--- config.mk ---
export PLATFORM = sky130hd
export DESIGN_NAME = tvm_front
export DESIGN_NICKNAME = d
export VERILOG_FILES = /design/src/hdl/tvm_pkg.sv /design/src/hdl/tvm_front.sv
export SDC_FILE = /design/constraint.sdc
export NUM_CORES = 1
export LEC_CHECK = 0
export BUFFER_PORTS_ARGS = -buffer_cell sky130_fd_sc_hd__buf_2
export CORE_MARGIN = 4
export CORE_UTILIZATION = 38
export DETAILED_ROUTE_END_ITERATION = 10
export HOLD_SLACK_MARGIN = 0.03
export PLACE_DENSITY = 0.8
export SLEW_MARGIN = 10
export SYNTH_ARGS = -nofsm -noshare
export SYNTH_HDL_FRONTEND = slang
export SYNTH_SLANG_ARGS = --single-unit
--- constraint.sdc ---
create_clock -name clk -period 1.55 [get_ports clk]
set_clock_uncertainty 0.15 [all_clocks]
set_input_delay 0.2325 -clock clk [delete_from_list [all_inputs] [get_ports clk]]
set_output_delay 0.2325 -clock clk [all_outputs]
set_load 0.1 [all_outputs]
--- src/hdl/tvm_pkg.sv ---
// Shared types, sizes and codes of the ternary weight matrix-vector unit.
`timescale 1ns / 1ps

package tvm_pkg;

    // Store and accumulator sizes
    localparam int IN_MAX      = 256;
    localparam int OUT_MAX     = 64;
    localparam int POS_W       = $clog2(IN_MAX);
    localparam int COL_W       = $clog2(OUT_MAX);

    // Fixed field widths
    localparam int IN_DIM_W    = 9;
    localparam int OUT_DIM_W   = 7;
    localparam int WROW_W      = 8;
    localparam int WCOL_W      = 6;
    localparam int WVAL_W      = 2;
    localparam int ACT_W       = 8;
    localparam int SUM_W       = 17;
    localparam int ROWCNT_W    = 16;
    localparam int CFG_IDX_W   = 1;
    localparam int CFG_DATA_W  = 9;

    // Queue between front and back
    localparam int QUEUE_DEPTH = 4;
    localparam int QA_W        = $clog2(QUEUE_DEPTH);

    // Item kinds
    localparam logic KIND_WEIGHT = 1'b0;
    localparam logic KIND_ACT    = 1'b1;

    // Configuration register indexes
    localparam logic [CFG_IDX_W-1:0] REG_IN_DIM  = 1'b0;
    localparam logic [CFG_IDX_W-1:0] REG_OUT_DIM = 1'b1;

    // Ternary weight codes
    localparam logic [WVAL_W-1:0] W_PLUS  = 2'b01;
    localparam logic [WVAL_W-1:0] W_MINUS = 2'b11;

    // One classified item as it travels through the queue
    typedef struct packed {
        logic                     kind;
        logic                     wr_ok;
        logic [WROW_W-1:0]        weight_row;
        logic [WCOL_W-1:0]        weight_col;
        logic [WVAL_W-1:0]        weight_value;
        logic signed [ACT_W-1:0]  activation;
    } item_t;

    // Effective dimensions, clamped to their legal ranges
    typedef struct packed {
        logic [IN_DIM_W-1:0]  n_in;
        logic [OUT_DIM_W-1:0] n_out;
    } dims_t;

endpackage

--- src/hdl/tvm_front.sv ---
// Front part: configuration registers, input classification and push.
`timescale 1ns / 1ps

module tvm_front (
    input  logic                                   clk,
    input  logic                                   rst_n,
    input  logic                                   cfg_valid,
    output logic                                   cfg_ready,
    input  logic [tvm_pkg::CFG_IDX_W-1:0]          cfg_index,
    input  logic [tvm_pkg::CFG_DATA_W-1:0]         cfg_data,
    input  logic                                   start,
    output logic                                   busy,
    input  logic                                   kind,
    input  logic [tvm_pkg::WROW_W-1:0]             weight_row,
    input  logic [tvm_pkg::WCOL_W-1:0]             weight_col,
    input  logic signed [tvm_pkg::WVAL_W-1:0]      weight_value,
    input  logic signed [tvm_pkg::ACT_W-1:0]       activation,
    input  logic                                   q_full,
    output logic                                   push,
    output tvm_pkg::item_t                         item,
    output tvm_pkg::dims_t                         dims
);

    logic [tvm_pkg::IN_DIM_W-1:0]  in_dim_reg;
    logic [tvm_pkg::OUT_DIM_W-1:0] out_dim_reg;

    // Register writes are always taken
    assign cfg_ready = 1'b1;

    always_ff @(posedge clk or negedge rst_n)
    begin
        if (!rst_n)
        begin
            in_dim_reg  <= tvm_pkg::IN_DIM_W'(256);
            out_dim_reg <= tvm_pkg::OUT_DIM_W'(64);
        end
        else if (cfg_valid && cfg_ready)
        begin
            unique case (cfg_index)
                tvm_pkg::REG_IN_DIM:  in_dim_reg  <= cfg_data;
                tvm_pkg::REG_OUT_DIM: out_dim_reg <= cfg_data[tvm_pkg::OUT_DIM_W-1:0];
                default: ;
            endcase
        end
    end

    // Clamp dimensions to one and to the store size
    always_comb
    begin
        if (in_dim_reg == '0)
            dims.n_in = tvm_pkg::IN_DIM_W'(1);
        else if (int'(in_dim_reg) > tvm_pkg::IN_MAX)
            dims.n_in = tvm_pkg::IN_DIM_W'(tvm_pkg::IN_MAX);
        else
            dims.n_in = in_dim_reg;

        if (out_dim_reg == '0)
            dims.n_out = tvm_pkg::OUT_DIM_W'(1);
        else if (int'(out_dim_reg) > tvm_pkg::OUT_MAX)
            dims.n_out = tvm_pkg::OUT_DIM_W'(tvm_pkg::OUT_MAX);
        else
            dims.n_out = out_dim_reg;
    end

    // Classify the item and flag weight writes that fall outside the store
    always_comb
    begin
        item.kind         = kind;
        item.wr_ok        = (int'(weight_row) < tvm_pkg::IN_MAX) &&
                            (int'(weight_col) < tvm_pkg::OUT_MAX);
        item.weight_row   = weight_row;
        item.weight_col   = weight_col;
        item.weight_value = weight_value;
        item.activation   = activation;
    end

    // Accept while the queue has room
    assign busy = q_full;
    assign push = start && !q_full;

endmodule

## Yosys cells after proc, flatten, opt, wreduce, memory -nomap -nowiden

Cells that the tools add are included.

- Div/mod/pow operators: 0
- Multipliers: 0
- Reduce and logical (&&, ||, !) cells: 6
- Equality and inequality tests: 0
- Add/subtract/negate cells: 0
- Bitwise gates (word level): 1
- $lt $le $gt $ge: 2
- Shift operators: 0
- Multiplexer cells: 4

Operator list:

| cell | number |
|---|---|
| two-way mux 9 bit | 2 |
| two-way mux 7 bit | 2 |
| > comparator 9 bit (second input constant) | 1 |
| zero test 9 bit | 1 |
| > comparator 7 bit (second input constant) | 1 |
| zero test 7 bit | 1 |
| AND reduction 2 bit | 2 |
| logical AND 1 bit | 1 |
| zero test 1 bit | 1 |
| NOT 1 bit | 1 |

- Bits in latches: 0
- Register bits after elaboration: 16
- Bits in writable memories: 0
- Output and inout port bits: 45
- Memory bits (read-only): 0
- Input port bits: 40
- Memories kept: 0
- Logic and storage cells: 15

## Longest topological paths before layout

Gate-level depths: netlist (run 1).

- Word-level depth: 3
- Depth in mapped cells: 3
- Gate-level depth less buffers: 2

## Least setup slack after synthesis (run 1)

No wires, ideal clock.

- Kind: reg-to-output
- From: register out_dim_reg[1] (netlist name)
- To: output port dims[0] (netlist name)
- Path slack: -2.602 ns
- Cell stages (with the launch flop): 3
- Arrival: 3.770 ns
- Buffers on the path: 0
- Required time: 1.167 ns
- Cell sequence: dfrtp_1 -> or3_1 -> o41ai_1

RTL lines:

| item | line | RTL |
|---|---|---|
| from (decl) | tvm_front.sv:25 | `logic [tvm_pkg::OUT_DIM_W-1:0] out_dim_reg;` |
| from (signal assigned) | tvm_front.sv:35 | `out_dim_reg <= tvm_pkg::OUT_DIM_W'(64);` |
| from (signal assigned) | tvm_front.sv:41 | `tvm_pkg::REG_OUT_DIM: out_dim_reg <= cfg_data[tvm_pkg::OUT_DIM_W-1:0];` |
| to (decl) | tvm_front.sv:21 | `output tvm_pkg::dims_t dims` |

==> impl_summary.txt, run 1 <==
----------------------------------------------------
[Outcome]
  Status ... finished, violations left
  Violations in the final reports ... negative setup slack

[Min path]
  Endpoint of the worst hold path ... out_dim_reg[6]$_DFFE_PN1P_
  Worst Hold Class ... primary input to flop
  Start point of the worst min-delay path ... cfg_data[6]
  Hold Path Depth ... 2

[Cells and area]
  Count of inserted antenna diode cells ... 0
  Flip-flop count of the largest register, all copies and words added ... 9
  Layout cell share with drive strength beyond 1 ... 78.2%
  Post-route cell area ... 1560 µm²
  Post-layout utilization of the core ... 63.0%
  Growth of design area from synthesis to finish ... 57.4%
  Most common cell after layout, fill and taps aside ... mux2_2
  # nets final ... 160
  Top library cells by usage in the layout, fill and taps aside ... mux2_2, buf_2, buf_12

[Floorplan]
  Die Wd ... 59.1 µm
  Die area ... 3490 µm²
  Initial core utilization ... 40.1%
  Top-Level Pins ... 85
  Die span in y ... 59.1 µm
  Cell Rows ... 18
  Std-Cell Core Area ... 2480 µm²

[GRT]
  First-pass GRT wire length ... 3710 µm
  Global route overflow ... 0
  Number of antenna violations at the first check in global routing ... 0
  Tot GR Track Use ... 14.5%
  Maximum number of pins on one net before global-route repair ... 17
  Vias in the first global route ... 771

[Timing]
  Slew Viols, Final ... 0
  Post-layout worst setup margin ... -429 ps
  Final critical-path required period ... 1980 ps
  RSZ-0062 raised after global routing ... yes
  Maximum clock frequency ... 0.505 GHz
  Share of the clock period used by the worst path after layout ... 128%
  Final setup violating endpoints ... 16
  Final hold violation count ... 0

[CTS]
  H-tree depth ... 1
  Clock edge transition at the registers on the reported setup and hold paths ... 90 ps
  Clk sink count ... 16
  Clk root buf ... clkbuf_4
  Max Root-Sink Buffers ... 2
  CTS tree ... yes
  Number of clock buffers inserted by TritonCTS ... 3
  Clock latency reported for the late side of the worst-skew pair ... 290 ps

[Detailed routing]
  Detailed router's first-iteration violation count ... 13
  Number of nets with antenna violations after routing ... 0
  Final routed DRC violation total ... 0
  Vias after detailed routing ... 715
  Average wire per cell in the routed design ... 17.1 µm
  Detailed Routing Iterations Pass 1 ... 4
  Drt via density ... 4.80
  Post-Route WL ... 2550 µm

[Pwr]
  Power share of the sequential group ... 26.3%
  Combinational share of power ... 60.0%
  Switching power share of the total ... 44.1%
  Internal power consumption ... 1140 µW
  Reported leakage power ... 0.000732 µW
  Clock power frac ... 13.8%
  Power dissipated by switching net loads ... 900 µW
  Pwr/cell area ... 1310 nW/µm²
  Largest vdd supply drop ... 0.926 mV

[Placement]
  Last weighted congestion value of the routability-driven placer ... 0.755
  Buffers on Ports ... 32
  Placement Cell Area ... 1180 µm²
  Half-perimeter wire length after detailed placement ... 1750 µm

[Critical path]
  Kind of end point of the critical path ... primary output
  Peak fanout along the critical path ... 2
  FF-to-FF Start ... in_dim_reg[8]$_DFFE_PN1P_
  R2R depth ... 4
  Crit path kind ... flop to primary output
  Endpoint of the most critical register-to-register path ... in_dim_reg[8]$_DFFE_PN1P_
  Startpoint types ... flop
  Required time worst endpoint ... 1170 ps
  R2R Setup Slk ... 360 ps
  Critical path data arrival time ... 1600 ps

[Synth]
  Post-synth design cell area ... 992 µm²
  Yosys reg bits ... 16
  Post-synth cell types ... 19
  Share of the yosys chip area belonging to registers ... 40.6%
  Mapped Cells ... 87
  Synth warnings ... 0
  Mean instance size in the synthesized netlist ... 11.4 µm²

[Run]
  Max cap viols ... 0

----------------------------------------------------
[worst max path at each step]
stage	startpoint	end	slack, ps	depth (start not counted)
CTS	in_dim_reg[5]$_DFFE_PN0P_	dims[7]	-430	3
detailed placement	in_dim_reg[5]$_DFFE_PN0P_	dims[7]	-130	3
global placement	in_dim_reg[2]$_DFFE_PN0P_	dims[7]	-110	3
finish	in_dim_reg[5]$_DFFE_PN0P_	dims[7]	-430	3
global route	in_dim_reg[5]$_DFFE_PN0P_	dims[7]	-490	3
floorplan	out_dim_reg[1]$_DFFE_PN0P_	dims[0]	-660	2
[metrics by stage]
| step | std cells | setup slack (ps) | hold slack [ps] | setup TNS [ps] | power (µW) |
|---|---|---|---|---|---|
| after floorplan | 88 | -656 | -213 | -1060 | 1560 |
| after global placement | 129 | -109 | 1.78 | -190 | 1480 |
| after detailed placement | 129 | -126 | 7.01 | -236 | 1490 |
| after CTS | 143 | -429 | 38.2 | -2890 | 2000 |
| after global routing | 149 | -494 | 33.3 | -3870 | 2120 |
| final | 149 | -429 | 36.1 | -3190 | 2040 |
[Yosys cell counts]
| cell type | n | area (µm²) |
|---|---|---|
| or4_1 | 1 | 7.51 |
| clkbuf_1 | 1 | 3.75 |
| or3_1 | 1 | 6.26 |
| or4_4 | 1 | 11.3 |
| conb_1 | 1 | 3.75 |
| nand2b_1 | 1 | 6.26 |
| o41ai_1 | 1 | 8.76 |
| nor2b_1 | 7 | 43.8 |
| buf_2 | 1 | 5.00 |
| mux2_2 | 16 | 180 |
| dlygate4sd3_1 | 1 | 10.0 |
| buf_6 | 1 | 11.3 |
| buf_4 | 28 | 210 |
| o22ai_2 | 1 | 12.5 |
| nand2_1 | 1 | 3.75 |
| inv_1 | 1 | 3.75 |
| and2b_2 | 7 | 61.3 |
| dfstp_2 | 2 | 52.6 |
| dfrtp_1 | 14 | 350 |
[worst max-delay path, stage by stage (launching register included)]
cell and delay, ps:
dfrtp_1 390, or4_4 550, o22ai_4 160, buf_12 200
[layout make-up]
type | instances | area (µm²)
tap | 30 | 37.5
clock buffer | 4 | 36.3
sequential | 16 | 403
multi-input combinational | 39 | 424
fill | 183 | 916
timing repair buffer | 59 | 657
inverter | 1 | 3.75
[logic make-up after synthesis]
kind of cell,Yosys count,synth area share (%)
AO/OA/AOI/OAI,2,2.14
buffers and inverters,33,24.6
flip-flops,16,40.6
multiplexers,16,18.2
other,1,0.378
AND/OR/NAND/NOR,19,14.1
[power groups by stage]
stage | combinational, µW | sequential (µW) | clock, µW
2_1_floorplan | 1020 | 541 | 0
3_3_place_gp | 927 | 551 | 0
3_5_place_dp | 936 | 559 | 0
4_1_cts | 1180 | 538 | 281
5_1_grt | 1270 | 543 | 308
6_report | 1220 | 536 | 281
[layer usage]
| metal | GRT usage, % | part of all wire, % | routed length [µm] |
|---|---|---|---|
| met2 | 26.5 | 51 | 1300 |
| met3 | 4.58 | 11 | 271 |
| met4 | 6.80 | 4.4 | 111 |
| met5 | 0 | 0 | 0 |
| met1 | 14.8 | 34 | 862 |
[timing repair]
action | in CTS | in global routing
pin swaps | 1 | 0
hold buffers | 4 | 2
buffers inserted | 6 | 5
hold endpoints to repair | 19 | 3
setup endpoints to repair | 16 | 16
resized for setup | 50 | 6
No activity file was read; power rests on OpenSTA's default activity.
==> inputs of run 2 (changes only) <==
Settings changed: PLACE_DENSITY 0.8 to 0.81.
==> run 2 against run 1 <==
The run still ends with negative setup slack left. Design area down 4.6%. Via count shrank 6.0%. Critical path depth is the same. Die area is the same. Sequential power barely moved. First-iteration DRC count decreased by 92%. Count of clock-buffer cells in the layout unchanged. Sequential cell count unchanged. Cell count fell by 5.4%. Wire length is 11% lower. Combinational power is 3% lower. Critical endpoint unchanged. Largest power group unchanged.
==> impl_summary.txt, run 2 (synthesized netlist as in run 1, its figures left out) <==
----------------------------------------------------
[Detailed routing]
  Vias after detailed routing ... 672 (-6.0%)
  Detailed-routing wirelength on met1 ... 738 µm (-14%)
  Detailed-routed wire length on met2 ... 1200 µm (-7.9%)
  Detailed Routing Iterations Pass 1 ... 2 (-2)
  Post-Route WL ... 2270 µm (-11%)
  Drt via density ... 4.77 (-0.68%)
  Number of nets with antenna violations after routing ... 0 (unchanged)
  Average wire per cell in the routed design ... 16.1 µm (-6.0%)
  Final routed DRC violation total ... 0 (unchanged)
  Detailed router's first-iteration violation count ... 1 (-12)
  Met3 WL ... 230 µm (-15%)
  Highest routed metal layer ... met4

[GRT]
  Vias in the first global route ... 789 (+2.3%)
  Tot GR Track Use ... 14.1% (-0.34 points)
  Global route overflow ... 0 (unchanged)
  Maximum number of pins on one net before global-route repair ... 17 (unchanged)
  Number of antenna violations at the first check in global routing ... 0 (unchanged)
  First-pass GRT wire length ... 3710 µm (unchanged)

[CTS]
  Clk root buf ... clkbuf_4
  Max Root-Sink Buffers ... 2 (unchanged)
  Number of clock buffers inserted by TritonCTS ... 3 (unchanged)
  Clk sink count ... 16 (unchanged)
  CTS tree ... yes
  Clock latency reported for the late side of the worst-skew pair ... 280 ps (about the same)
  H-tree depth ... 1 (unchanged)
  Clock edge transition at the registers on the reported setup and hold paths ... 90 ps (about the same)

[Critical path]
  Slowest cell on crit path ... or4_4
  Critical path data arrival time ... 1570 ps (-30 ps)
  Startpoint types ... flop
  Crit path launch ... in_dim_reg[6]$_DFFE_PN0P_
  Crit path kind ... flop to primary output
  Stage delay of the slowest cell on the critical path ... 550 ps (about the same)
  Kind of end point of the critical path ... primary output
  FF-to-FF Start ... in_dim_reg[8]$_DFFE_PN1P_
  Required time worst endpoint ... 1170 ps (about the same)
  Crit path cell chain ... or4_4 -> o22ai_4 -> buf_12
  Peak fanout along the critical path ... 2 (unchanged)

[Placement]
  Placement Cell Area ... 1180 µm² (unchanged)
  Half-perimeter wire length after detailed placement ... 1720 µm (-1.7%)
  Dpl cells ... 129 (unchanged)
  Last weighted congestion value of the routability-driven placer ... 0.706 (-6.5%)
  Buffers on Ports ... 32 (unchanged)

[Cells and area]
  Growth of design area from synthesis to finish ... 50.2%
  Flip-flop count of the largest register, all copies and words added ... 9 (unchanged)
  Count of inserted antenna diode cells ... 0 (unchanged)
  Layout cell share with drive strength beyond 1 ... 79.3% (+1.1 points)
  Post-route non-filler standard cell count ... 141 (-5.4%)
  Fill cell instance count of the final layout ... 211 (+15%)
  Post-route cell area ... 1490 µm² (-4.6%)
  Top library cells by usage in the layout, fill and taps aside ... mux2_2, buf_12, buf_2
  Reg area ... 403 µm² (unchanged)
  # nets final ... 152 (-5.0%)
  Multi-input combinational cell area ... 419 µm² (-1.2%)

[Floorplan]
  Top-Level Pins ... 85 (unchanged)
  Die area ... 3490 µm² (unchanged)
  Die Wd ... 59.1 µm (unchanged)
  Std-Cell Core Area ... 2480 µm² (unchanged)
  Die span in y ... 59.1 µm (unchanged)
  Cell Rows ... 18 (unchanged)
  Initial core utilization ... 40.1% (unchanged)

[Pwr]
  Combinational share of power ... 59.6% (-0.4 points)
  Internal power consumption ... 1110 µW (-2.6%)
  Largest vdd supply drop ... 0.866 mV (-6.6%)
  Power share of the sequential group ... 27.0% (+0.7 points)
  Power dissipated by switching net loads ... 868 µW (-3.5%)
  Pwr/cell area ... 1330 nW/µm² (+1.6%)
  Power consumption ... 1980 µW (-3.0%)
  Reported leakage power ... 0.000691 µW (-5.5%)
  Clock power frac ... 13.4% (-0.4 points)
  Switching power share of the total ... 43.9% (-0.23 points)

[Timing]
  Slew Viols, Final ... 0 (unchanged)
  Final hold violation count ... 0 (unchanged)
  RSZ-0062 raised after global routing ... yes
  Post-layout worst setup margin ... -404 ps (+25.5 ps)
  Final critical-path required period ... 1950 ps (-25.5 ps)
  Share of the clock period used by the worst path after layout ... 126% (-1.6 points)
  Final setup violating endpoints ... 16 (unchanged)
  Maximum clock frequency ... 0.512 GHz (+1.3%)

[Min path]
  Worst Hold Class ... primary input to flop
  Start point of the worst min-delay path ... cfg_data[6]

[Outcome]
  Status ... finished, violations left
  Violations in the final reports ... negative setup slack

[Run]
  Max cap viols ... 0 (unchanged)

----------------------------------------------------
run 2: cell types whose count changed in the layout (fill, tap and decap cells not counted), sizes merged:
cell / delta
buf: -5
dlygate4sd3: -3
run 2: worst paths after layout:
path                       cells past startpoint                    endpoint  slack (ps)
max                                            3                     dims[7]        -400
min                                            2  out_dim_reg[6]$_DFFE_PN1P_          50
max reg2reg                                    3   in_dim_reg[8]$_DFFE_PN1P_         460
min reg2reg                                    1  out_dim_reg[0]$_DFFE_PN0P_         370
max in group asynchronous                      2   in_dim_reg[8]$_DFFE_PN1P_         690
min in group asynchronous                      2   in_dim_reg[6]$_DFFE_PN0P_         250
run 2: metal layers:
| layer | track usage [%] | up-vias |
|---|---|---|
| met5 | 0 | - |
| met1 | 13.9 | 314 |
| li1 | - | 303 |
| met2 | 25.7 | 37 |
| met3 | 3.92 | 18 |
| met4 | 9.06 | 0 |
run 2: cell type report:
class | instances | share of cell area [%]
Tap cell | 30 | 2.52
Multi-Input combinational cell | 39 | 28.1
Timing Repair Buffer | 51 | 39.6
Clock buffer | 4 | 2.43
Sequential cell | 16 | 27.0
Inverter | 1 | 0.252
run 2: critical path: cells and delay by family, from the launching register on:
kind,cells,cell delay [ps]
AO/OA/AOI/OAI,1,160
buffers and inverters,1,200
flip-flops,1,390
AND/OR/NAND/NOR,1,550
run 2: repair_timing:
item | in CTS | in global routing
endpoints found under the hold margin | 18 | 0
hold buffers | 3 | 0
buffers inserted | 3 | 4
gates resized for setup | 51 | 6
setup endpoints to repair | 16 | 16
cloned | 0 | 0
pin swaps | 2 | 0
run 2: power by group through the flow:
stage | Clock [µW] | Combinational (µW) | Sequential, µW
final | 265 | 1180 | 533
after global routing | 302 | 1220 | 544
after CTS | 276 | 1160 | 534
after detailed placement | 0 | 947 | 549
after global placement | 0 | 936 | 542
after floorplan | 0 | 1020 | 541
run 2: metrics by stage:
step | setup TNS, ps | utilization, % | hold slack [ps] | setup WS, ps
after floorplan | -1060 | - | -213 | -656
after global placement | -192 | 47.8 | -1.41 | -107
after detailed placement | -227 | 47.8 | 11.2 | -117
after CTS | -2560 | 58.8 | 38.2 | -427
after global routing | -3310 | 60.2 | 41.8 | -459
final | -2410 | 60.2 | 51.0 | -404
