[src/hdl/tvm_pkg.sv]
// Shared types, sizes and codes of the ternary weight matrix-vector unit.
`timescale 1ns / 1ps

package tvm_pkg;

    // Store and accumulator sizes
    localparam int IN_MAX      = 256;
    localparam int OUT_MAX     = 64;
    localparam int POS_W       = $clog2(IN_MAX);
    localparam int COL_W       = $clog2(OUT_MAX);

    // Fixed field widths
    localparam int IN_DIM_W    = 9;
    localparam int OUT_DIM_W   = 7;
    localparam int WROW_W      = 8;
    localparam int WCOL_W      = 6;
    localparam int WVAL_W      = 2;
    localparam int ACT_W       = 8;
    localparam int SUM_W       = 17;
    localparam int ROWCNT_W    = 16;
    localparam int CFG_IDX_W   = 1;
    localparam int CFG_DATA_W  = 9;

    // Queue between front and back
    localparam int QUEUE_DEPTH = 4;
    localparam int QA_W        = $clog2(QUEUE_DEPTH);

    // Item kinds
    localparam logic KIND_WEIGHT = 1'b0;
    localparam logic KIND_ACT    = 1'b1;

    // Configuration register indexes
    localparam logic [CFG_IDX_W-1:0] REG_IN_DIM  = 1'b0;
    localparam logic [CFG_IDX_W-1:0] REG_OUT_DIM = 1'b1;

    // Ternary weight codes
    localparam logic [WVAL_W-1:0] W_PLUS  = 2'b01;
    localparam logic [WVAL_W-1:0] W_MINUS = 2'b11;

    // One classified item as it travels through the queue
    typedef struct packed {
        logic                     kind;
        logic                     wr_ok;
        logic [WROW_W-1:0]        weight_row;
        logic [WCOL_W-1:0]        weight_col;
        logic [WVAL_W-1:0]        weight_value;
        logic signed [ACT_W-1:0]  activation;
    } item_t;

    // Effective dimensions, clamped to their legal ranges
    typedef struct packed {
        logic [IN_DIM_W-1:0]  n_in;
        logic [OUT_DIM_W-1:0] n_out;
    } dims_t;

endpackage

[src/hdl/tvm_queue.sv]
// Short first-in first-out queue of classified items between front and back.
`timescale 1ns / 1ps

module tvm_queue (
    input  logic            clk,
    input  logic            rst_n,
    input  logic            push,
    input  tvm_pkg::item_t  push_item,
    input  logic            pop,
    output tvm_pkg::item_t  head,
    output logic            empty,
    output logic            full
);

    tvm_pkg::item_t              entry_reg [tvm_pkg::QUEUE_DEPTH];
    logic [tvm_pkg::QA_W-1:0]    wr_ptr_reg;
    logic [tvm_pkg::QA_W-1:0]    rd_ptr_reg;
    logic [tvm_pkg::QA_W:0]      count_reg;
    logic [tvm_pkg::QA_W:0]      count_next;

    assign empty = (count_reg == '0);
    assign full  = (int'(count_reg) == tvm_pkg::QUEUE_DEPTH);
    assign head  = entry_reg[rd_ptr_reg];

    // Track fill level
    always_comb
    begin
        count_next = count_reg;
        if (push && !(pop && !empty))
            count_next = count_reg + 1'b1;
        else if (!push && pop && !empty)
            count_next = count_reg - 1'b1;
    end

    // Advance pointers
    always_ff @(posedge clk or negedge rst_n)
    begin
        if (!rst_n)
        begin
            wr_ptr_reg <= '0;
            rd_ptr_reg <= '0;
            count_reg  <= '0;
        end
        else
        begin
            if (push)
                wr_ptr_reg <= wr_ptr_reg + 1'b1;
            if (pop && !empty)
                rd_ptr_reg <= rd_ptr_reg + 1'b1;
            count_reg <= count_next;
        end
    end

    // Store payload
    always_ff @(posedge clk)
    begin
        if (push)
            entry_reg[wr_ptr_reg] <= push_item;
    end

endmodule

[config.mk]
export PLATFORM = sky130hd
export DESIGN_NAME = tvm_queue
export DESIGN_NICKNAME = d
export VERILOG_FILES = /design/src/hdl/tvm_pkg.sv /design/src/hdl/tvm_queue.sv
export SDC_FILE = /design/constraint.sdc
export NUM_CORES = 1
export LEC_CHECK = 0
export BUFFER_PORTS_ARGS = -buffer_cell sky130_fd_sc_hd__buf_2
export CAP_MARGIN = 5
export CORE_AREA = 2 2 107 109
export DETAILED_ROUTE_END_ITERATION = 16
export DIE_AREA = 0 0 109 111
export PLACE_DENSITY = 0.54
export SLEW_MARGIN = 5
export SYNTH_ARGS = -nofsm -noshare
export SYNTH_HDL_FRONTEND = slang
export SYNTH_SLANG_ARGS = --single-unit
[constraint.sdc]
create_clock -name clk -period 3.9 [get_ports clk]
set_clock_uncertainty 0.2 [all_clocks]
set_input_delay 0.39 -clock clk [delete_from_list [all_inputs] [get_ports clk]]
set_output_delay 0.39 -clock clk [all_outputs]
set_load 0.02 [all_outputs]
-- Word level (Yosys, flattened, before mapping)
Memories as Yosys holds them, arrays and structs flattened.
Index checks and enable logic that the tools add are counted.
- mux-type cells: 4
- add/subtract/negate cells: 4
- reduce and logical (&&, ||, !) cells: 9
- equal/unequal tests: 1
- operators with widths (kind ; number):
    3-bit 2-to-1 mux ; 2
    2-bit by 1-bit adder with 2-bit output, second input constant ; 2
    1-bit logical AND ; 4
    3-bit by 1-bit adder with 3-bit output, second input constant ; 1
    3-bit equality test, second input constant ; 1
    1-bit logical NOT ; 3
    3-bit logical NOT ; 1
    3-bit by 1-bit subtractor with 3-bit output, second input constant ; 1
    1-bit 2-to-1 mux ; 2
    2-bit nonzero test ; 1
- input bits: 30
- flip-flop bits (word level): 7
- logic and storage cells: 22
- bits in writable memories: 104
- memories kept: 1
- output and inout bits: 28
- memories (memory ; words ; bits a word ; read ports ; clocked after memory_dff ; write ports ; RTL line ; RTL):
    entry_reg ; 4 ; 26 ; 1 ; 0 ; 1 ; tvm_queue.sv:15 ; tvm_pkg::item_t entry_reg [tvm_pkg::QUEUE_DEPTH];

-- Depth between registers and ports, before layout
Gate-level depths: netlist (run 1).
- word-level depth: 6
- gate-level depth with buffers: 7
- mapped depth without buffers: 7

-- Worst setup path after synthesis (run 1)
Ideal clock, no wire load.
- path kind: register to register
- start point: reg count_reg[1] (netlist bit)
- end point: reg count_reg[2] (netlist bit)
- arrival time: 1.996 ns
- clock period less this slack: 2.282 ns
- path slack: 1.618 ns
- library setup time: 0.087 ns
- stages on the path, launching flop included: 7
- required time: 3.613 ns
- buffers on the path: 0
- cells stage by stage: dfrtp_1 or3_1 nand2_1 nand2_1 fa_1 or4_1 o211ai_1
- cells in the longest elaborated chain, start to end: 6
- elaborated cells between the ends (all ways): 11
- classes of those cells: add/sub (2); mux (2); reduce/logical (7)
- ends and longest elaborated chain (item ; RTL line ; RTL):
    start: declaration ; tvm_queue.sv:18 ; logic [tvm_pkg::QA_W:0] count_reg;
    start signal: assignment ; tvm_queue.sv:50 ; count_reg <= count_next;
    parallel branches: the longest is 6 deep, another holds 3-bit by 1-bit subtractor with 3-bit output ; -- ;
Parallel ways; which one is timed is not known. The select of a mux whose other input is x is not followed.
A chain may end at the register's enable or synchronous reset.

==> results of run 1 <==
## critical path, stage by stage (launching register included)
cell and delay, ns:
sky130_fd_sc_hd__dfrtp_2 0.99, sky130_fd_sc_hd__mux4_1 0.64, sky130_fd_sc_hd__buf_2 0.17
## repair_timing
action | 4_1_cts | 5_1_grt
endpoints found under the setup margin | 0 | 0
endpoints found under the hold margin | 7 | 0
hold buffers | 1 | 0
## logic make-up (layout without fill, tap and decap cells)
kind of cell,Yosys count,in the layout
AOI/OAI and AO/OA,9,9
xor gates and xnor gates,4,4
adders and majority gates,5,5
buffers and inverters,11,78
DFF,111,111
muxes,26,26
and+or+nand+nor,22,22
## stage by stage
step | hold WS (ns) | cells | util | total power, uW | setup WS [ns]
floorplan | -0.1056 | 188 | - | 2587 | 1.618
global placement | 0.04316 | 381 | 0.4230 | 2892 | 1.461
detailed placement | 0.03792 | 381 | 0.4230 | 2910 | 1.464
CTS | 0.05401 | 398 | 0.4491 | 3760 | 1.095
global route | 0.04975 | 398 | 0.4491 | 3905 | 1.006
finish | 0.06353 | 398 | 0.4491 | 3693 | 1.148
## metal layers
layer  vias up  track usage  part of all wire
met3         8      0.04174             0.065
met1      1036       0.1694              0.43
li1        898            -                 -
met2        52       0.1954              0.49
met5         -            0                 0
met4         0      0.04103             0.014
## final timing paths
| check | from | end | cells after the start |
|---|---|---|---|
| setup / recovery | rd_ptr_reg[0]$_DFFE_PN0P_ | head[24] | 2 |
| hold / removal | push_item[2] | entry_reg[1][2]$_DFFE_PP_ | 1 |
| setup reg to reg | count_reg[1]$_DFFE_PN0P_ | count_reg[2]$_DFFE_PN0P_ | 6 |
| hold reg to reg | wr_ptr_reg[0]$_DFFE_PN0P_ | wr_ptr_reg[0]$_DFFE_PN0P_ | 1 |
| max in group asynchronous | rst_n | rd_ptr_reg[0]$_DFFE_PN0P_ | 2 |
| min in group asynchronous | rst_n | count_reg[2]$_DFFE_PN0P_ | 2 |
## area by class of cell
class                      count  share of cell area
timing repair buffer          59             0.06087
multi-input combinational     66              0.1816
inverter                       3            0.002264
tap                          143             0.03597
clock buffer                   9             0.04527
clock inverter                 7             0.01081
sequential                   111              0.6632
## power by group
part / total [uW] / internal, uW / switching (uW)
Clock: 849 / 441 / 407
Sequential: 1760 / 1570 / 192
Combinational: 1090 / 488 / 598
## synthesized netlist by cell type (all sizes together)
| library cell | instances | area (um^2) |
|---|---|---|
| a211oi | 1 | 7.510 |
| a21oi | 1 | 5.000 |
| and2 | 5 | 31.28 |
| buf | 8 | 76.32 |
| dfrtp | 7 | 175.2 |
| edfxtp | 104 | 3123 |
| fa | 1 | 20.02 |
| ha | 4 | 50.05 |
| inv | 3 | 11.26 |
| mux4 | 26 | 615.6 |
| nand2 | 3 | 11.26 |
| nand2b | 5 | 31.28 |
| nand3 | 2 | 10.01 |
| nand3b | 1 | 7.510 |
| nor2 | 3 | 11.26 |
| nor3 | 1 | 5.000 |
| o211ai | 2 | 15.01 |
| o21a | 1 | 7.510 |
| o21ai | 3 | 15.01 |
| o22ai | 1 | 6.260 |
| or3 | 1 | 6.260 |
| or4 | 1 | 7.510 |
| xnor2 | 2 | 17.52 |
| xor2 | 2 | 17.52 |
==> impl_summary.log, run 1 <==
[metrics] outcome: completed
[metrics] synth-to-layout area growth: 16.12%
[metrics] most frequent standard cell in the layout excluding fill and tap cells: sky130_fd_sc_hd__edfxtp_1
[metrics] number of iterations in the first detailed-routing pass: 4
[metrics] Final Slew Violations: 0
[metrics] number of vias in the routed layout: 1994
[metrics] top library cells by usage in the layout, fill and taps aside: sky130_fd_sc_hd__edfxtp_1 (104), sky130_fd_sc_hd__buf_2 (57), sky130_fd_sc_hd__mux4_2 (18)
[metrics] Max IR drop VDD: 0.0003220 V
[metrics] die area: 12100 um^2
[metrics] nets in the synthesized netlist: 223
[metrics] post-synthesis sequential area ratio: 0.7699
[metrics] max reg flops: 104
[metrics] Slew @ Worst Pin: 0.9420 ns
[metrics] number of buffers inserted during clock tree synthesis: 9
[metrics] routed length per instance: 17.73 um
[metrics] data arrival at the endpoint of the critical path: 2.16 ns
[metrics] antenna diode count: 0
[metrics] final std cell area, no fill: 4975 um^2
[metrics] simple-gate share of the synthesized area: 0.02833
[metrics] DRT iter0 DRCs: 43
[metrics] number of distinct library cells after synthesis: 28
[metrics] flop2flop setup slack: 1.45 ns
[metrics] final-report hold violation count: 0
[metrics] max-cap viol count: 0
[metrics] compound-gate portion of the synthesized area: 0.01314
[metrics] sum of overflow across all layers after global routing: 0
[metrics] via count of the first global-routing pass: 2060
[metrics] antenna violations before repair: 0
[metrics] quantity of I/O buffers inserted on ports: 57
[metrics] Critical Path RT: 3.31 ns
[metrics] Starting Density: 0.3868
[metrics] unrepaired setup endpoints after global routing: false
[metrics] clock-pin slew on the worst setup and hold paths: 0.07 ns
[metrics] total DRC errors in the routed layout: 0
[metrics] count of mapped cells out of synthesis: 188
[metrics] mean instance size in the synthesized netlist: 22.79 um^2
[metrics] clock latency reported for the late side of the worst-skew pair: 0.34 ns
[metrics] Max Fanout on Critical Path: 28
[metrics] crit share post-route: 0.7057
[metrics] wire length of the first global-routing pass: 11.25 mm
[metrics] Floorplan Core Area: 11080 um^2
[metrics] vias per cell: 5.010
[metrics] kind of capture point of the worst setup path: primary output
[metrics] CTS H-tree depth: 3
[metrics] largest family of logic cells by synthesized area: multiplexers
[metrics] critical path class: reg2out
[metrics] area occupied by registers: 3299 um^2
[metrics] maximum clock path buffer count: 2
[metrics] number of filler cells placed in the layout: 957
[metrics] Die Width: 109 um
[metrics] share of layout cells above drive strength 1: 0.3765
[metrics] Routability Congestion: 0.6694
[metrics] row cnt: 39
[metrics] synthesized-area fraction occupied by xor and xnor cells: 0.008178
[metrics] overall routing resource usage: 0.1265
[metrics] half-perimeter wire length of the detailed placement result: 4.267 mm
[metrics] number of setup buffers added after CTS: 0
[metrics] number of ports placed on the die boundary: 58
[metrics] number of sinks driven by the clock tree: 111
[metrics] buffer cell driving the clock tree root: sky130_fd_sc_hd__clkbuf_16
[metrics] setup total negative slack: 0 ns
[metrics] total length of routed wires: 7.058 mm
[metrics] standby leakage power: 0.001741 uW
[metrics] cell area after technology mapping: 4284 um^2
[metrics] Synth Register Bits: 111
[metrics] TritonCTS clock tree: built
[metrics] Max Clk Rate: 0.3633 GHz
[metrics] Setup crit start kind: register
[metrics] DRT antenna net count: 0
[metrics] mux cell area share after synthesis: 0.1437
[metrics] Setup violations, final: 0
[metrics] total power divided by cell area: 742.4 nW/um^2
[metrics] Slew HR: 0.3720
[metrics] largest net degree at the start of global routing: 29
[metrics] worst hold path type: in2reg
[metrics] Tmin final: 2.752 ns
[metrics] post-layout net count: 285
[metrics] yosys synthesis warning count: 0
[metrics] chip height: 111 um
[metrics] instance area after placement: 4686 um^2
[metrics] area of the multi-input gates: 903.4 um^2
[metrics] Post-Synth Adder-Cell Area: 0.01636
[metrics] cells resized by post-CTS repair: 0
Power figures use the tool's default switching activity.
==> run 2: changes to the inputs <==
- ABC_AREA: unset -> 1
- CORE_AREA: 2 2 107 109 -> 2 2 108 110
- DIE_AREA: 0 0 109 111 -> 0 0 110 112
- PLACE_DENSITY: 0.54 -> 0.56
- clock period: 3.9 -> 2.5 ns (I/O delays scaled with it)
==> run 2 against run 1 <==
  * Non-clock buffer count increased by 36
  * Utilization rose by 2.7 points
  * Clock-buffer cell count increased by 1
  * Synthesized area rose by 1.5%
  * Critical endpoint is now head[21]
  * Highest routed layer unchanged
==> impl_summary.log, run 2 <==
[metrics] top library cells by usage in the layout, fill and taps aside: sky130_fd_sc_hd__edfxtp_1 (104), sky130_fd_sc_hd__buf_2 (57), sky130_fd_sc_hd__nor2_1 (54)
[metrics] setup total negative slack: 0 ns
[metrics] most frequent standard cell in the layout excluding fill and tap cells: sky130_fd_sc_hd__edfxtp_1
[metrics] quantity of I/O buffers inserted on ports: 57
[metrics] vias per cell: 4.844
[metrics] number of sinks driven by the clock tree: 111
[metrics] half-perimeter wire length of the detailed placement result: 5.071 mm
[metrics] antenna violations before repair: 0
[metrics] critical path class: reg2out
[metrics] DRT antenna net count: 0
[metrics] overall routing resource usage: 0.1452
[metrics] standby leakage power: 0.001971 uW
[metrics] endpoint with the worst hold slack: wr_ptr_reg[0]$_DFFE_PN0P_
[metrics] Routability Congestion: 0.6757
[metrics] worst slack at placement: 0.5565 ns
[metrics] instance area after placement: 4751 um^2
[metrics] Slew @ Worst Pin: 0.4578 ns
[metrics] data arrival at the endpoint of the critical path: 1.82 ns
[metrics] total length of routed wires: 8.535 mm
[metrics] wire length of the first global-routing pass: 13.21 mm
[metrics] number of ports placed on the die boundary: 58
[metrics] clock-pin slew on the worst setup and hold paths: 0.07 ns
[metrics] Starting Density: 0.3891
[metrics] Slew HR: 0.6948
[metrics] CP Buf/Inv Count: 2
[metrics] yosys synthesis warning count: 0
[metrics] Die Width: 110 um
[metrics] synth top area cells: sky130_fd_sc_hd__edfxtp_1 (72%), sky130_fd_sc_hd__nor2_1 (4.7%), sky130_fd_sc_hd__o21ai_0 (4.6%), sky130_fd_sc_hd__dfrtp_1 (4.0%), sky130_fd_sc_hd__o22ai_1 (3.7%)
[metrics] dominant synthesized flop cell: sky130_fd_sc_hd__edfxtp_1
[metrics] number of vias in the routed layout: 2635
[metrics] Max Clk Rate: 0.4406 GHz
[metrics] antenna diode count: 0
[metrics] critical-path cell with the highest stage delay: sky130_fd_sc_hd__dfrtp_2
[metrics] post-layout net count: 431
[metrics] crit share post-route: 0.9078
[metrics] Power Total: 6337 uW
[metrics] delay of the slowest cell on the worst path: 0.56 ns
[metrics] unrepaired setup endpoints after global routing: false
[metrics] cells resized by post-CTS repair: 0
[metrics] most common cell in the synthesized netlist: sky130_fd_sc_hd__edfxtp_1
[metrics] startpoint of the tightest hold check path: push
[metrics] post-synth top area cell: sky130_fd_sc_hd__edfxtp_1
[metrics] Critical Path RT: 2.05 ns
[metrics] cell types with the highest counts after synthesis: sky130_fd_sc_hd__edfxtp_1 (104), sky130_fd_sc_hd__nor2_1 (54), sky130_fd_sc_hd__o21ai_0 (40), sky130_fd_sc_hd__o22ai_1 (26), sky130_fd_sc_hd__nand2_1 (15)
[metrics] Max Fanout on Critical Path: 22
[metrics] Setup violations, final: 0
[metrics] share of Yosys cell area claimed by the top area cell type: 0.7183
[metrics] Synth Register Bits: 111
[metrics] largest net degree at the start of global routing: 54
[metrics] final-report hold violation count: 0
[metrics] buffer cell driving the clock tree root: sky130_fd_sc_hd__clkbuf_16
[metrics] number of buffers inserted during clock tree synthesis: 9
[metrics] share of the core filled with cells: 0.4761
[metrics] count of mapped cells out of synthesis: 307
[metrics] total power divided by cell area: 1191 nW/um^2
[metrics] number of iterations in the first detailed-routing pass: 6
[metrics] worst hold path type: in2reg
[metrics] EDFF count, synth: 104
[metrics] cell-by-cell listing of the critical path: buf_4, o21ai_0, o22ai_1, buf_2
[metrics] slack of the critical path: 0.2305 ns
[metrics] Floorplan Core Area: 11170 um^2
[metrics] nets in the synthesized netlist: 342
[metrics] via count of the first global-routing pass: 2571
[metrics] kind of capture point of the worst setup path: primary output
[metrics] cell area after technology mapping: 4348 um^2
[metrics] outcome: completed
[metrics] clock latency reported for the late side of the worst-skew pair: 0.34 ns
[metrics] worst reg2reg startpoint: count_reg[0]$_DFFE_PN0P_
[metrics] routed length per instance: 15.69 um
[metrics] depth of the most critical reg-to-reg path: 9
[metrics] final std cell area, no fill: 5320 um^2
[metrics] chip height: 112 um
[metrics] Reg-to-Reg End: count_reg[2]$_DFFE_PN0P_
[metrics] TritonCTS clock tree: built
[metrics] max reg flops: 104
[metrics] total DRC errors in the routed layout: 0
[metrics] post-synthesis sequential area ratio: 0.7586
[metrics] CTS H-tree depth: 3
[metrics] share of layout cells above drive strength 1: 0.2294
[metrics] flop2flop setup slack: 0.69 ns
[metrics] sum of overflow across all layers after global routing: 0
[metrics] Top Family by Delay on Critical Path: flip-flops
[metrics] launch point of the worst path: rd_ptr_reg[0]$_DFFE_PN0P_
[metrics] row cnt: 39
[metrics] Tmin final: 2.269 ns
[metrics] hold path depth: 2
[metrics] die area: 12320 um^2
[metrics] DRT iter0 DRCs: 131
[metrics] mean instance size in the synthesized netlist: 14.16 um^2
[metrics] Max IR drop VDD: 0.0005285 V
[metrics] Async S/R FF share, synth: 0.06306
[metrics] maximum clock path buffer count: 2
[metrics] number of distinct library cells after synthesis: 23
[metrics] max-cap viol count: 0
[metrics] synth-to-layout area growth: 22.36%
[metrics] Setup crit start kind: register
[metrics] Final Slew Violations: 0
## run 2: changes by cell type after synthesis, sizes merged, moves of 5 or more
| cell | previous run | this run |
|---|---|---|
| and2 | 5 | 0 |
| buf | 8 | 17 |
| inv | 3 | 13 |
| mux4 | 26 | 0 |
| nand2 | 3 | 20 |
| nand2b | 5 | 0 |
| nor2 | 3 | 55 |
| o21ai | 3 | 53 |
| o22ai | 1 | 26 |
## run 2: worst reg2reg max path, stage by stage (launching register included)
cell and delay, ns:
sky130_fd_sc_hd__dfrtp_1 0.44, sky130_fd_sc_hd__nor2_1 0.13, sky130_fd_sc_hd__nand2_2 0.11, sky130_fd_sc_hd__nand2_4 0.09
sky130_fd_sc_hd__nand2_4 0.06, sky130_fd_sc_hd__fa_1 0.40, sky130_fd_sc_hd__inv_1 0.07, sky130_fd_sc_hd__nand2_1 0.06
sky130_fd_sc_hd__nand3_1 0.08, sky130_fd_sc_hd__nand2_1 0.05
## run 2: what timing repair did
action	CTS	global route
hold buffers	27	0
endpoints found under the hold margin	111	0
setup buffers	0	0
## run 2: routing by layer
metal / GRT usage / vias to the layer above / routed length (um)
li1: - / 1295 / -
met1: 0.1923 / 1271 / 3989
met2: 0.2282 / 59 / 4054
met5: 0 / - / 0
met4: 0.04641 / 0 / 107
met3: 0.04450 / 10 / 383
## run 2: worst max path at each step
stage                     cells after the start  slack (ns)                         to
after floorplan                               4        0.74  entry_reg[2][0]$_DFFE_PP_
after global placement                        4        0.56                   head[21]
after detailed placement                      4        0.56                   head[21]
after CTS                                     4        0.18                   head[21]
after global routing                          4        0.11                   head[22]
final                                         4        0.23                   head[21]
## run 2: logic make-up (layout without fill, tap and decap cells)
| logic type | count (synthesis) | in the layout | share of synthesized area |
|---|---|---|---|
| XOR/XNOR | 2 | 2 | 0.004030 |
| AO/OA/AOI/OAI | 80 | 80 | 0.09957 |
| adder cells (fa/ha/maj) | 5 | 5 | 0.01612 |
| flip-flops | 111 | 111 | 0.7586 |
| buffers and inverters | 31 | 125 | 0.04777 |
| AND/OR/NAND/NOR | 78 | 78 | 0.07395 |
## run 2: final cells by class
cell class	count	area, um^2
multi-input combinational	165	842.1
sequential	111	3299
fill	1001	5854
inverter	14	62.56
clock buffer	10	229.0
clock inverter	6	70.07
timing repair buffer	95	638.1
tap	143	178.9
## run 2: power breakdown
group          switching, uW  internal [uW]
Combinational           1580            733
Sequential               177           2440
Clock                    626            784
## run 2: through the flow
stage	hold slack, ns	cells
finish	0.02251	544
global route	0.04896	544
CTS	0.01232	544
detailed placement	-0.09954	501
global placement	-0.1018	501
floorplan	-0.2456	307
